$ cat src/pfc_pkg.sv
`default_nettype none

package pfc_pkg;

    localparam int TABLE_SIZE_DEF = 131072;
    localparam int VALUE_W        = 17;
    localparam int COUNT_W        = 5;

    // table port control from one requester
    typedef struct packed {
        logic rd;
        logic wr;
    } t_mem_ctl;

    typedef enum logic [2:0] {
        SV_CLEAR,
        SV_INEXT,
        SV_ICHECK,
        SV_JREAD,
        SV_JWRITE,
        SV_DONE
    } t_sieve_state;

    typedef enum logic [1:0] {
        QY_IDLE,
        QY_CHECK,
        QY_DONE
    } t_query_state;

endpackage

`default_nettype wire

$ cat src/pfc_query.sv
`default_nettype none

module pfc_query #(
    parameter int TABLE_SIZE = pfc_pkg::TABLE_SIZE_DEF
) (
    input  wire                                i_clk,
    input  wire                                i_rst_n,
    input  wire                                i_fill_done,
    input  wire                                i_valid,
    input  wire [pfc_pkg::VALUE_W-1:0]         i_query_value,
    output logic                               o_stall,
    output logic                               o_valid,
    output logic [pfc_pkg::COUNT_W-1:0]        o_factor_count,
    output logic [pfc_pkg::VALUE_W-1:0]        o_smallest_factor,
    input  wire                                i_stall,
    input  wire [2*$clog2(TABLE_SIZE)-1:0]     i_rdata,
    output pfc_pkg::t_mem_ctl                  o_ctl,
    output logic [$clog2(TABLE_SIZE)-1:0]      o_addr
);
    import pfc_pkg::*;

    localparam int W = $clog2(TABLE_SIZE);

    t_query_state r_state, n_state;
    logic [W-1:0]       r_rest;
    logic [W-1:0]       r_first;
    logic               r_first_pend;
    logic [COUNT_W-1:0] r_count;
    logic               r_out_valid;

    logic               accept;
    logic               in_range;
    logic               more;
    logic               out_free;
    logic [W-1:0]       eff_spf;
    logic [W-1:0]       eff_cof;

    assign accept   = i_valid && !o_stall;
    assign in_range = (32'(i_query_value) < TABLE_SIZE);
    assign more     = (r_rest > W'(1));
    assign out_free = !r_out_valid || !i_stall;

    // an entry left at zero is a prime, 0 or 1: it is its own factor
    always_comb begin
        if (i_rdata[W-1:0] == '0) begin
            eff_spf = r_rest;
            eff_cof = W'(1);
        end else begin
            eff_spf = i_rdata[W-1:0];
            eff_cof = i_rdata[2*W-1:W];
        end
    end

    always_comb begin
        n_state = r_state;
        unique case (r_state)
            QY_IDLE:  if (accept) n_state = in_range ? QY_CHECK : QY_DONE;
            QY_CHECK: if (!more) n_state = QY_DONE;
            QY_DONE:  if (out_free) n_state = QY_IDLE;
            default:  n_state = QY_IDLE;
        endcase
    end

    always_comb begin
        o_stall = !(i_fill_done && r_state == QY_IDLE);
        o_ctl   = '0;
        o_addr  = eff_cof;
        unique case (r_state)
            QY_IDLE: begin
                o_ctl.rd = accept && in_range;
                o_addr   = W'(i_query_value);
            end
            QY_CHECK: o_ctl.rd = more;
            QY_DONE: ;
            default: ;
        endcase
    end

    always_ff @(posedge i_clk) begin
        if (!i_rst_n) begin
            r_state     <= QY_IDLE;
            r_out_valid <= 1'b0;
        end else begin
            r_state <= n_state;
            if (r_state == QY_DONE && out_free) begin
                r_out_valid <= 1'b1;
            end else if (!i_stall) begin
                r_out_valid <= 1'b0;
            end
        end
    end

    always_ff @(posedge i_clk) begin
        if (r_state == QY_IDLE && accept) begin
            r_rest       <= W'(i_query_value);
            r_first      <= '0;
            r_first_pend <= 1'b1;
            r_count      <= '0;
        end
        if (r_state == QY_CHECK) begin
            r_first_pend <= 1'b0;
            if (r_first_pend) r_first <= eff_spf;
            if (more) begin
                r_count <= r_count + 1'b1;
                r_rest  <= eff_cof;
            end
        end
        if (r_state == QY_DONE && out_free) begin
            o_factor_count    <= r_count;
            o_smallest_factor <= VALUE_W'(r_first);
        end
    end

    assign o_valid = r_out_valid;

endmodule

`default_nettype wire

$ cat config.mk
export PLATFORM = sky130hd
export DESIGN_NAME = pfc_query
export DESIGN_NICKNAME = d
export VERILOG_FILES = /design/src/pfc_pkg.sv /design/src/pfc_query.sv
export SDC_FILE = /design/constraint.sdc
export NUM_CORES = 1
export LEC_CHECK = 0
export BUFFER_PORTS_ARGS = -buffer_cell sky130_fd_sc_hd__buf_4
export CORE_ASPECT_RATIO = 1.1
export CORE_MARGIN = 2
export CORE_UTILIZATION = 49
export DETAILED_ROUTE_END_ITERATION = 16
export PLACE_DENSITY = 0.88
export SYNTH_ARGS = -nofsm -noshare
export SYNTH_HDL_FRONTEND = slang
export SYNTH_SLANG_ARGS = --single-unit
$ cat constraint.sdc
create_clock -name i_clk -period 2.9 [get_ports i_clk]
set_clock_uncertainty 0.2 [all_clocks]
set_input_delay 0 -clock i_clk [delete_from_list [all_inputs] [get_ports i_clk]]
set_output_delay 0 -clock i_clk [all_outputs]
set_load 0.01 [all_outputs]
==> results.sh <==
export IMPL_place_congestion=0.831
export IMPL_synth_compound_area_frac=0.225
export IMPL_drc=0
export IMPL_syn_nets=348
export IMPL_clkLatencyLatePin_ns=0.34
export IMPL_cts_root_buf="clkbuf_8"
export IMPL_wirelength_um=8180
export IMPL_synth_yosys_warnings=0
export IMPL_cts_sinks=65
export IMPL_grt_max_degree=35
export IMPL_holdCritPathClass="input pin to primary output"
export IMPL_core_area_mm2=0.00566
export IMPL_rsz0062_at_grt="false"
export IMPL_fin_crit_sh=0.913
export IMPL_slew_headroom=0.505
export IMPL_fillers=394
export IMPL_fin_setup_tns_ns=0
export IMPL_antenna_found_initial=0
export IMPL_drive_above_1_share=0.289
export IMPL_vdd_drop_max_mv=0.365
export IMPL_dp_hpwl_um=5010
export IMPL_seqCellArea_mm2=0.00152
export IMPL_worstSetupStartpointType="register"
export IMPL_nNetsFinal=498
export IMPL_status="finished, final reports clean"
export IMPL_hold_violations=0
export IMPL_yosysUniqueCellTypes=36
export IMPL_crit_type="register to register"
export IMPL_via_per_inst=5.40
export IMPL_r2r_start="r_state[1]"
export IMPL_num_antenna_cells=0
export IMPL_avgSynthCellArea_um2=9.73
export IMPL_synth_top_area_frac=0.304
export IMPL_ant_nets=0
export IMPL_synthCells=291
export IMPL_p_leak_nw=1.78
export IMPL_muxShareOfSynthArea=0.0110
export IMPL_num_vias=2826
export IMPL_multi_input_area_mm2=0.00122
export IMPL_reg2regPathDepth=6
export IMPL_wl_per_cell_um=15.6
export IMPL_grt_pass1_wl_um=13300
export IMPL_grt_total_usage=0.265
export IMPL_synthTopCellsByArea="dfxtp_1, edfxtp_1, o21ai_0, nand2_1, a211oi_1"
export IMPL_pin_count=99
export IMPL_yosys_area_share_adder=0.00442
export IMPL_synth_edf_count=22
export IMPL_start_util=0.500
export IMPL_rows=29
export IMPL_period_needed_ns=2.65
export IMPL_async_reset_ff_frac=0
export IMPL_p_total_mw=2.34
export IMPL_worstPathRequired_ns=2.92
export IMPL_setup_violations=0
export IMPL_cp_max_fo=13
export IMPL_clock_path_buffers=2
export IMPL_cts_tree="done"
export IMPL_worstReg2RegEnd="r_rest[11]"
export IMPL_yosys_area_top_type="dfxtp_1"
export IMPL_dieArea_mm2=0.00641
export IMPL_worst_setup_path_end_kind="register"
export IMPL_path_clk_slew_ns=0.07
export IMPL_ys_seq_area_frac=0.537
export IMPL_synth_ff_type="dfxtp_1"
export IMPL_hold_end="o_addr[16]"
export IMPL_area_growth_pct=53.9
export IMPL_dp_slack_ns=0.850
export IMPL_worst_pin_slew_ns=0.743
export IMPL_grt_pass1_vias=2816
export IMPL_crit_arrival_ns=2.67
export IMPL_place_port_buffers=97
export IMPL_yosys_area_share_simple=0.177
export IMPL_numCtsBuffers=9
export IMPL_die_y_um=83.7
export IMPL_power_density_mw_per_mm2=537
export IMPL_overflow=0
export IMPL_drv_cap=0
export IMPL_hold_path_cell_count=4
export IMPL_hold_ws_ns=0.135
export IMPL_hp_start="i_query_value[16]"
export IMPL_fmax_mhz=378
export IMPL_syn_area_mm2=0.00283
export IMPL_firstDrtPassIters=4
export IMPL_die_x_um=76.5
export IMPL_rrSetupSlack_ns=0.25
export IMPL_dr_first_iter_drc_count=185
export IMPL_htree_num_levels=3
export IMPL_synth_seq_cells=65
export IMPL_synth_top_family_by_area="compound AO/OA/AOI/OAI gates"
export IMPL_place_area_mm2=0.00360
export IMPL_slew_viol_final=0
export IMPL_fin_ws_ns=0.253
export IMPL_cts_setup_buffers=0
export IMPL_final_area_mm2=0.00436
export IMPL_synth_xor_area_share=0.00309
==> routing by layer <==
layer	vias to the layer above	part of all wire	global-route usage
met5	-	0	0
met4	0	0.022	0.129
met3	18	0.065	0.0563
met2	136	0.50	0.448
met1	1296	0.41	0.322
li1	1376	-	-
==> flip-flops by register name (all words and copies together) (netlist names) <==
| signal | count |
|---|---|
| o_factor_count | 5 |
| r_first_pend | 1 |
| o_valid | 1 |
| r_count | 5 |
| r_first | 17 |
| r_state | 2 |
| o_smallest_factor | 17 |
| r_rest | 17 |
==> synthesized netlist by cell type, drive strengths merged (2+ instances only) <==
cell type	instances
buf	13
mux2i	2
a31oi	17
and3	2
nor4	7
nand3	6
and2	3
nand2b	2
a211o	2
a21oi	19
a211oi	16
edfxtp	22
nor3b	2
nor3	3
nand2	41
o21ai	51
clkbuf	7
nor2b	16
dfxtp	43
nor2	6
==> worst max-delay path by stage <==
stage                           from  depth (start not counted)                end
after floorplan           r_state[0]                          2  o_factor_count[0]
after global placement    r_state[1]                          4         r_count[2]
after detailed placement  r_state[1]                          4         r_count[2]
after CTS                 i_rdata[4]                          7         r_rest[16]
after global routing      r_state[1]                          6         r_rest[11]
final                     r_state[1]                          6         r_rest[11]
==> cell usage in the layout, fill, tap and decap left out, drive strengths merged, types with 6 or more instances in the layout <==
cell         instances
nand3                6
a31oi               17
nor2b               16
o21ai               51
nor2                 6
nand2               41
a211oi              16
buf                102
nor4                 7
clkbuf              10
dlygate4sd3         57
a21oi               19
edfxtp              22
dfxtp               43
==> what timing repair did <==
item,4_1_cts,5_1_grt
resized for setup,0,1
hold buffers,57,0
endpoints found under the setup margin,0,4
hold endpoints to repair,49,0
==> stage by stage <==
| step | std cells | utilization |
|---|---|---|
| floorplan | 291 | - |
| global placement | 450 | 0.637 |
| detailed placement | 450 | 0.637 |
| CTS | 523 | 0.769 |
| global route | 523 | 0.770 |
| finish | 523 | 0.770 |
==> power by group <==
| part | internal (mW) | switching (mW) | leakage [nW] | total, mW |
|---|---|---|---|---|
| registers | 1.06 | 0.112 | 0.559 | 1.17 |
| logic | 0.287 | 0.204 | 1.13 | 0.490 |
| clock network | 0.334 | 0.351 | 0.0887 | 0.685 |
==> area by class of cell <==
| cell class | count | area share |
|---|---|---|
| clock inverters | 6 | 0.00976 |
| multi-input cells | 205 | 0.280 |
| clock buffers | 10 | 0.0316 |
| well taps | 77 | 0.0221 |
| inverters | 1 | 0.000861 |
| flip-flops and latches | 65 | 0.349 |
| repair buffers | 159 | 0.307 |
==> cells by family (layout without fill, tap and decap cells) <==
family	count (synthesis)	count (layout)
fa+ha+maj	1	1
flops	65	65
buf+inv	21	176
simple gates	90	90
compound gates	109	109
xor+xnor	1	1
other cells	1	1
mux	3	3
==> worst max-delay path, cell delays in order (launching register included) <==
cell and delay, ns:
dfxtp_1 0.39, nor4bb_4 0.70, buf_4 0.31, nor2b_1 0.07, a211oi_1 0.21, a21oi_1 0.07
dlygate4sd3_1 0.58
Power figures use the tool's default switching activity.
