**src/pfc_pkg.sv**
```systemverilog
`default_nettype none

package pfc_pkg;

    localparam int TABLE_SIZE_DEF = 131072;
    localparam int VALUE_W        = 17;
    localparam int COUNT_W        = 5;

    // table port control from one requester
    typedef struct packed {
        logic rd;
        logic wr;
    } t_mem_ctl;

    typedef enum logic [2:0] {
        SV_CLEAR,
        SV_INEXT,
        SV_ICHECK,
        SV_JREAD,
        SV_JWRITE,
        SV_DONE
    } t_sieve_state;

    typedef enum logic [1:0] {
        QY_IDLE,
        QY_CHECK,
        QY_DONE
    } t_query_state;

endpackage

`default_nettype wire

```
**src/pfc_sieve.sv**
```systemverilog
`default_nettype none

module pfc_sieve #(
    parameter int TABLE_SIZE = pfc_pkg::TABLE_SIZE_DEF
) (
    input  wire                               i_clk,
    input  wire                               i_rst_n,
    input  wire [2*$clog2(TABLE_SIZE)-1:0]    i_rdata,
    output pfc_pkg::t_mem_ctl                 o_ctl,
    output logic [$clog2(TABLE_SIZE)-1:0]     o_addr,
    output logic [2*$clog2(TABLE_SIZE)-1:0]   o_wdata,
    output logic                              o_done
);
    import pfc_pkg::*;

    localparam int W = $clog2(TABLE_SIZE);
    localparam logic [W-1:0]   LAST_ADDR = W'(TABLE_SIZE - 1);
    localparam logic [2*W-1:0] SIZE_SQ   = (2*W)'(TABLE_SIZE);
    localparam logic [W:0]     SIZE_J    = (W+1)'(TABLE_SIZE);

    t_sieve_state r_state, n_state;
    logic [W-1:0]   r_cnt;
    logic [W-1:0]   r_i;
    logic [2*W-1:0] r_sq;
    logic [W-1:0]   r_j;
    logic [W-1:0]   r_k;
    logic [W:0]     j_sum;
    logic           spf_zero;

    assign j_sum    = {1'b0, r_j} + {1'b0, r_i};
    assign spf_zero = (i_rdata[W-1:0] == '0);

    always_comb begin
        n_state = r_state;
        unique case (r_state)
            SV_CLEAR:  if (r_cnt == LAST_ADDR) n_state = SV_INEXT;
            SV_INEXT:  n_state = SV_ICHECK;
            SV_ICHECK: begin
                if (r_sq >= SIZE_SQ) begin
                    n_state = SV_DONE;
                end else if (spf_zero) begin
                    n_state = SV_JREAD;
                end else begin
                    n_state = SV_INEXT;
                end
            end
            SV_JREAD:  n_state = SV_JWRITE;
            SV_JWRITE: n_state = (j_sum >= SIZE_J) ? SV_INEXT : SV_JREAD;
            SV_DONE:   n_state = SV_DONE;
            default:   n_state = SV_CLEAR;
        endcase
    end

    always_comb begin
        o_ctl   = '0;
        o_addr  = r_j;
        o_wdata = {r_k, r_i};
        o_done  = 1'b0;
        unique case (r_state)
            SV_CLEAR: begin
                o_ctl.wr = 1'b1;
                o_addr   = r_cnt;
                o_wdata  = '0;
            end
            SV_INEXT: begin
                o_ctl.rd = 1'b1;
                o_addr   = r_i;
            end
            SV_JREAD:  o_ctl.rd = 1'b1;
            SV_JWRITE: o_ctl.wr = spf_zero;
            SV_DONE:   o_done   = 1'b1;
            default: ;
        endcase
    end

    always_ff @(posedge i_clk) begin
        if (!i_rst_n) begin
            r_state <= SV_CLEAR;
            r_cnt   <= '0;
            r_i     <= W'(2);
        end else begin
            r_state <= n_state;
            if (r_state == SV_CLEAR) r_cnt <= r_cnt + 1'b1;
            if (r_state == SV_ICHECK && r_sq < SIZE_SQ && !spf_zero) r_i <= r_i + 1'b1;
            if (r_state == SV_JWRITE && j_sum >= SIZE_J) r_i <= r_i + 1'b1;
        end
    end

    // datapath: square of the current prime, walk pointer and cofactor
    always_ff @(posedge i_clk) begin
        if (r_state == SV_INEXT) r_sq <= (2*W)'(r_i) * (2*W)'(r_i);
        if (r_state == SV_ICHECK) begin
            r_j <= r_sq[W-1:0];
            r_k <= r_i;
        end
        if (r_state == SV_JWRITE) begin
            r_j <= j_sum[W-1:0];
            r_k <= r_k + 1'b1;
        end
    end

endmodule

`default_nettype wire

```
**config.mk**
```make
export PLATFORM = sky130hd
export DESIGN_NAME = pfc_sieve
export DESIGN_NICKNAME = d
export VERILOG_FILES = /design/src/pfc_pkg.sv /design/src/pfc_sieve.sv
export SDC_FILE = /design/constraint.sdc
export NUM_CORES = 1
export LEC_CHECK = 0
export ABC_AREA = 1
export BUFFER_PORTS_ARGS = -buffer_cell sky130_fd_sc_hd__buf_2
export CAP_MARGIN = 25
export CELL_PAD_IN_SITES_DETAIL_PLACEMENT = 0
export CELL_PAD_IN_SITES_GLOBAL_PLACEMENT = 1
export CORE_MARGIN = 3
export CORE_UTILIZATION = 48
export DETAILED_ROUTE_END_ITERATION = 7
export PLACE_DENSITY_LB_ADDON = 0.2
export SYNTH_ARGS = -nofsm -noshare
export SYNTH_HDL_FRONTEND = slang
export SYNTH_SLANG_ARGS = --single-unit
```
**constraint.sdc**
```tcl
create_clock -name i_clk -period 6.95 [get_ports i_clk]
set_input_delay 0.3475 -clock i_clk [delete_from_list [all_inputs] [get_ports i_clk]]
set_output_delay 0.3475 -clock i_clk [all_outputs]
set_load 0.02 [all_outputs]
```
==> results.json <==
{
  "ys_top_cells_by_area": "fa_1 (26%), edfxtp_1 (14%), inv_1 (11%)",
  "finClkSkew_ns": 0.0127,
  "drc": 0,
  "synth_edf_count": 67,
  "synth_async_sr_flop_share": 0,
  "power_density_nw_per_um2": 74.8,
  "cts_tree": "done",
  "timing.rr.end": "r_sq[29]",
  "viasPerCell": 5.13,
  "yosys.area.top_type_share": 0.258,
  "routedWlPerCell_um": 16.9,
  "r2r_setup_slack_ns": 0.70,
  "slew_headroom": 0.338,
  "htreeDepth": 3,
  "path_cells": "buf_4 -> nand2_1 -> fa_1 -> inv_1 -> ha_1 -> inv_1 -> fa_1 -> fa_1 -> inv_1 -> fa_1 -> inv_1 -> fa_1 -> inv_1 -> ha_1 -> a21oi_1 -> o21ai_0 -> a21oi_1 -> o21ai_0 -> buf_4 -> nand2_1 -> nand3_1 -> nand2_1 -> nand2_1",
  "rsz0062_at_grt": "no",
  "setup_slack_ns": 0.696,
  "grt_max_degree": 43,
  "ys_seq_elements": 104,
  "drt-total-wl_mm": 39.6,
  "worstPathBufferInverterCount": 7,
  "synth-adder-area-share": 0.370,
  "crit_arrival_ns": 6.37,
  "port_buffers": 72,
  "final_cell_mix": "inv_1 (455), nand2_1 (386), fa_1 (192)",
  "dpl_cell_area_um2": 15700,
  "cts_made_buffers": 9,
  "p_sw_frac": 0.232,
  "fp.dieH_um": 182,
  "drive_gt1_frac": 0.0879,
  "hpwl_mm": 33.6,
  "period_share": 0.900,
  "worstHoldStart": "i_rst_n",
  "overflow": 0,
  "initialDrtViolationCount": 650,
  "slew_viol_final": 0,
  "hold_path_class": "input pin to register",
  "finalNetCount": 2302,
  "grt_pass1_wl_mm": 66.7,
  "crit_family": "adder cells",
  "p_sw_w": 0.000277,
  "p_int_w": 0.000917,
  "path_clk_slew_ns": 0.08,
  "syn_nets": 2251,
  "synth_top_family_by_area": "adder cells",
  "max_stage_delay_ns": 0.97,
  "grt_pass1_vias": 12600,
  "worstMarginPinSlew_ns": 0.992,
  "power_leakage_nw": 8.97,
  "ctsResizeCount": 0,
  "place.gp.congestion": 0.930,
  "initial_utilization": 0.495,
  "dp.cells": 2320,
  "cts_sinks": 104,
  "cts_root_buffer": "clkbuf_16",
  "clkPwrFrac": 0.435,
  "end_kind": "register",
  "p_comb_frac": 0.018,
  "die_x_um": 182,
  "cts-hold-fix-buffers": 0,
  "design_area_um2": 16000,
  "final_antenna_net_count": 0,
  "seq_power_share": 0.547,
  "dieArea_um2": 33200,
  "layout_commonest_cell": "inv_1",
  "via_count": 12000,
  "synth_area_per_cell_um2": 7.88,
  "coreArea_um2": 30100,
  "utilization": 0.530,
  "fp-row-count": 63,
  "syn_area_um2": 14900,
  "clockBufferDepth": 2,
  "hold_path_end": "r_i[1]",
  "hold_violations": 0,
  "dr.pass1.iters": 5,
  "min_delay_path_depth": 2,
  "rr_worst_depth": 23,
  "worstPathMaxFanout": 18,
  "synthSimpleGateAreaFrac": 0.198,
  "cp-start-kind": "register",
  "cp.required_ns": 7.07,
  "seq_area_frac_synth": 0.185,
  "pin_count": 90,
  "fin_crit_ns": 6.25,
  "cap_viol_max_count": 0,
  "critical_path_class": "register to register",
  "synth_compound_area_frac": 0.0762,
  "synth_top_area_cell": "fa_1",
  "clkLatencyLatePin_ns": 0.37,
  "status": "finished clean",
  "max_freq_ghz": 0.160,
  "syn2layout_area_growth_pct": 7.09,
  "synth_warnings": 0,
  "ys.flop_type": "edfxtp_1",
  "peakVddDrop_uv": 131,
  "grt_usage": 0.253,
  "antenna_found_initial": 0,
  "post_cts_buffers": 0,
  "n_antenna_cell": 0,
  "netlist_instances": 1890,
  "instances_no_fill": 2336,
  "ys_types": 48,
  "slowest_stage": "dfxtp_1",
  "setup_viol": 0,
  "r2r-start": "r_i[9]",
  "synth_xor_area_frac": 0.0382,
  "dp_worst_setup_slack_ns": 0.788,
  "synth_mux_area_frac": 0,
  "setup-tns-final_ns": 0
}
==> worst register-to-register path, stage by stage, from the launching register on <==
cell and delay [ns]:
dfxtp_1 0.97, buf_4 0.29, nand2_1 0.09, fa_1 0.58, inv_1 0.08, ha_1 0.29
inv_1 0.05, fa_1 0.48, fa_1 0.55, inv_1 0.05, fa_1 0.48, inv_1 0.05
fa_1 0.49, inv_1 0.05, ha_1 0.34, a21oi_1 0.24, o21ai_0 0.23, a21oi_1 0.17
o21ai_0 0.11, buf_4 0.17, nand2_1 0.08, nand3_1 0.07, nand2_1 0.06, nand2_1 0.05
==> power groups by stage <==
| stage | clock [W] | combinational, W | sequential, W |
|---|---|---|---|
| final | 0.000519 | 0.0000215 | 0.000652 |
| after global routing | 0.000555 | 0.0000239 | 0.000653 |
| after CTS | 0.000533 | 0.0000216 | 0.000652 |
| after detailed placement | 0 | 0.0000215 | 0.000667 |
| after global placement | 0 | 0.0000213 | 0.000667 |
| after floorplan | 0 | 0.0000112 | 0.000666 |
==> state kept, by name, summed over array words and instances, names as in the netlist <==
register  count
r_k          17
r_cnt        17
r_j          17
r_i          17
r_state       3
r_sq         33
==> synthesized netlist by cell type, drive strengths merged (2+ instances only) <==
master,number
a21o,6
a21oi,83
a221o,3
a31oi,6
buf,29
clkbuf,28
dfxtp,37
edfxtp,67
fa,192
ha,133
inv,457
nand2,407
nand3,74
nand3b,2
nand4,22
nor2,152
nor3,20
nor4,4
o211ai,5
o21ai,63
o21bai,8
o221ai,10
o22ai,4
or2,6
xnor2,13
xor2,52
==> through the flow <==
step	total power (W)	hold WS (ns)
after floorplan	0.000677	0.456
after global placement	0.000688	0.491
after detailed placement	0.000688	0.501
after CTS	0.00121	0.371
after global routing	0.00123	0.380
final	0.00119	0.374
==> how the worst max path moves through the flow <==
stage	startpoint	endpoint	slack (ns)	depth (start not counted)
floorplan	r_i[16]	r_sq[33]	1.24	22
global placement	r_i[3]	r_sq[33]	0.77	20
detailed placement	r_i[8]	r_sq[30]	0.79	19
CTS	r_i[3]	r_sq[29]	0.73	22
global route	r_i[8]	r_sq[33]	0.37	18
finish	r_i[9]	r_sq[29]	0.70	23
==> logic make-up (layout without fill, tap and decap cells) <==
group                      Yosys count  in the layout
and+or+nand+nor                    689            689
buffers and inverters              514            570
adders and majority gates          325            325
AOI/OAI and AO/OA                  193            193
DFF                                104            104
xor gates and xnor gates            65             65
==> final cells by class <==
type,count,area (um2)
inverter,457,1720
timing repair buffer,97,548
clock buffer,10,239
multi-input combinational,1272,10200
clock inverter,6,47.5
sequential,104,2750
tap,390,488
fill,2984,14200
==> layer usage <==
layer | vias to the layer above | track usage | part of all wire
met2 | 286 | 0.434 | 0.48
li1 | 5882 | - | -
met5 | - | 0 | 0
met3 | 58 | 0.0311 | 0.043
met1 | 5764 | 0.339 | 0.44
met4 | 0 | 0.0692 | 0.028
(Power assumes the default switching activity.)
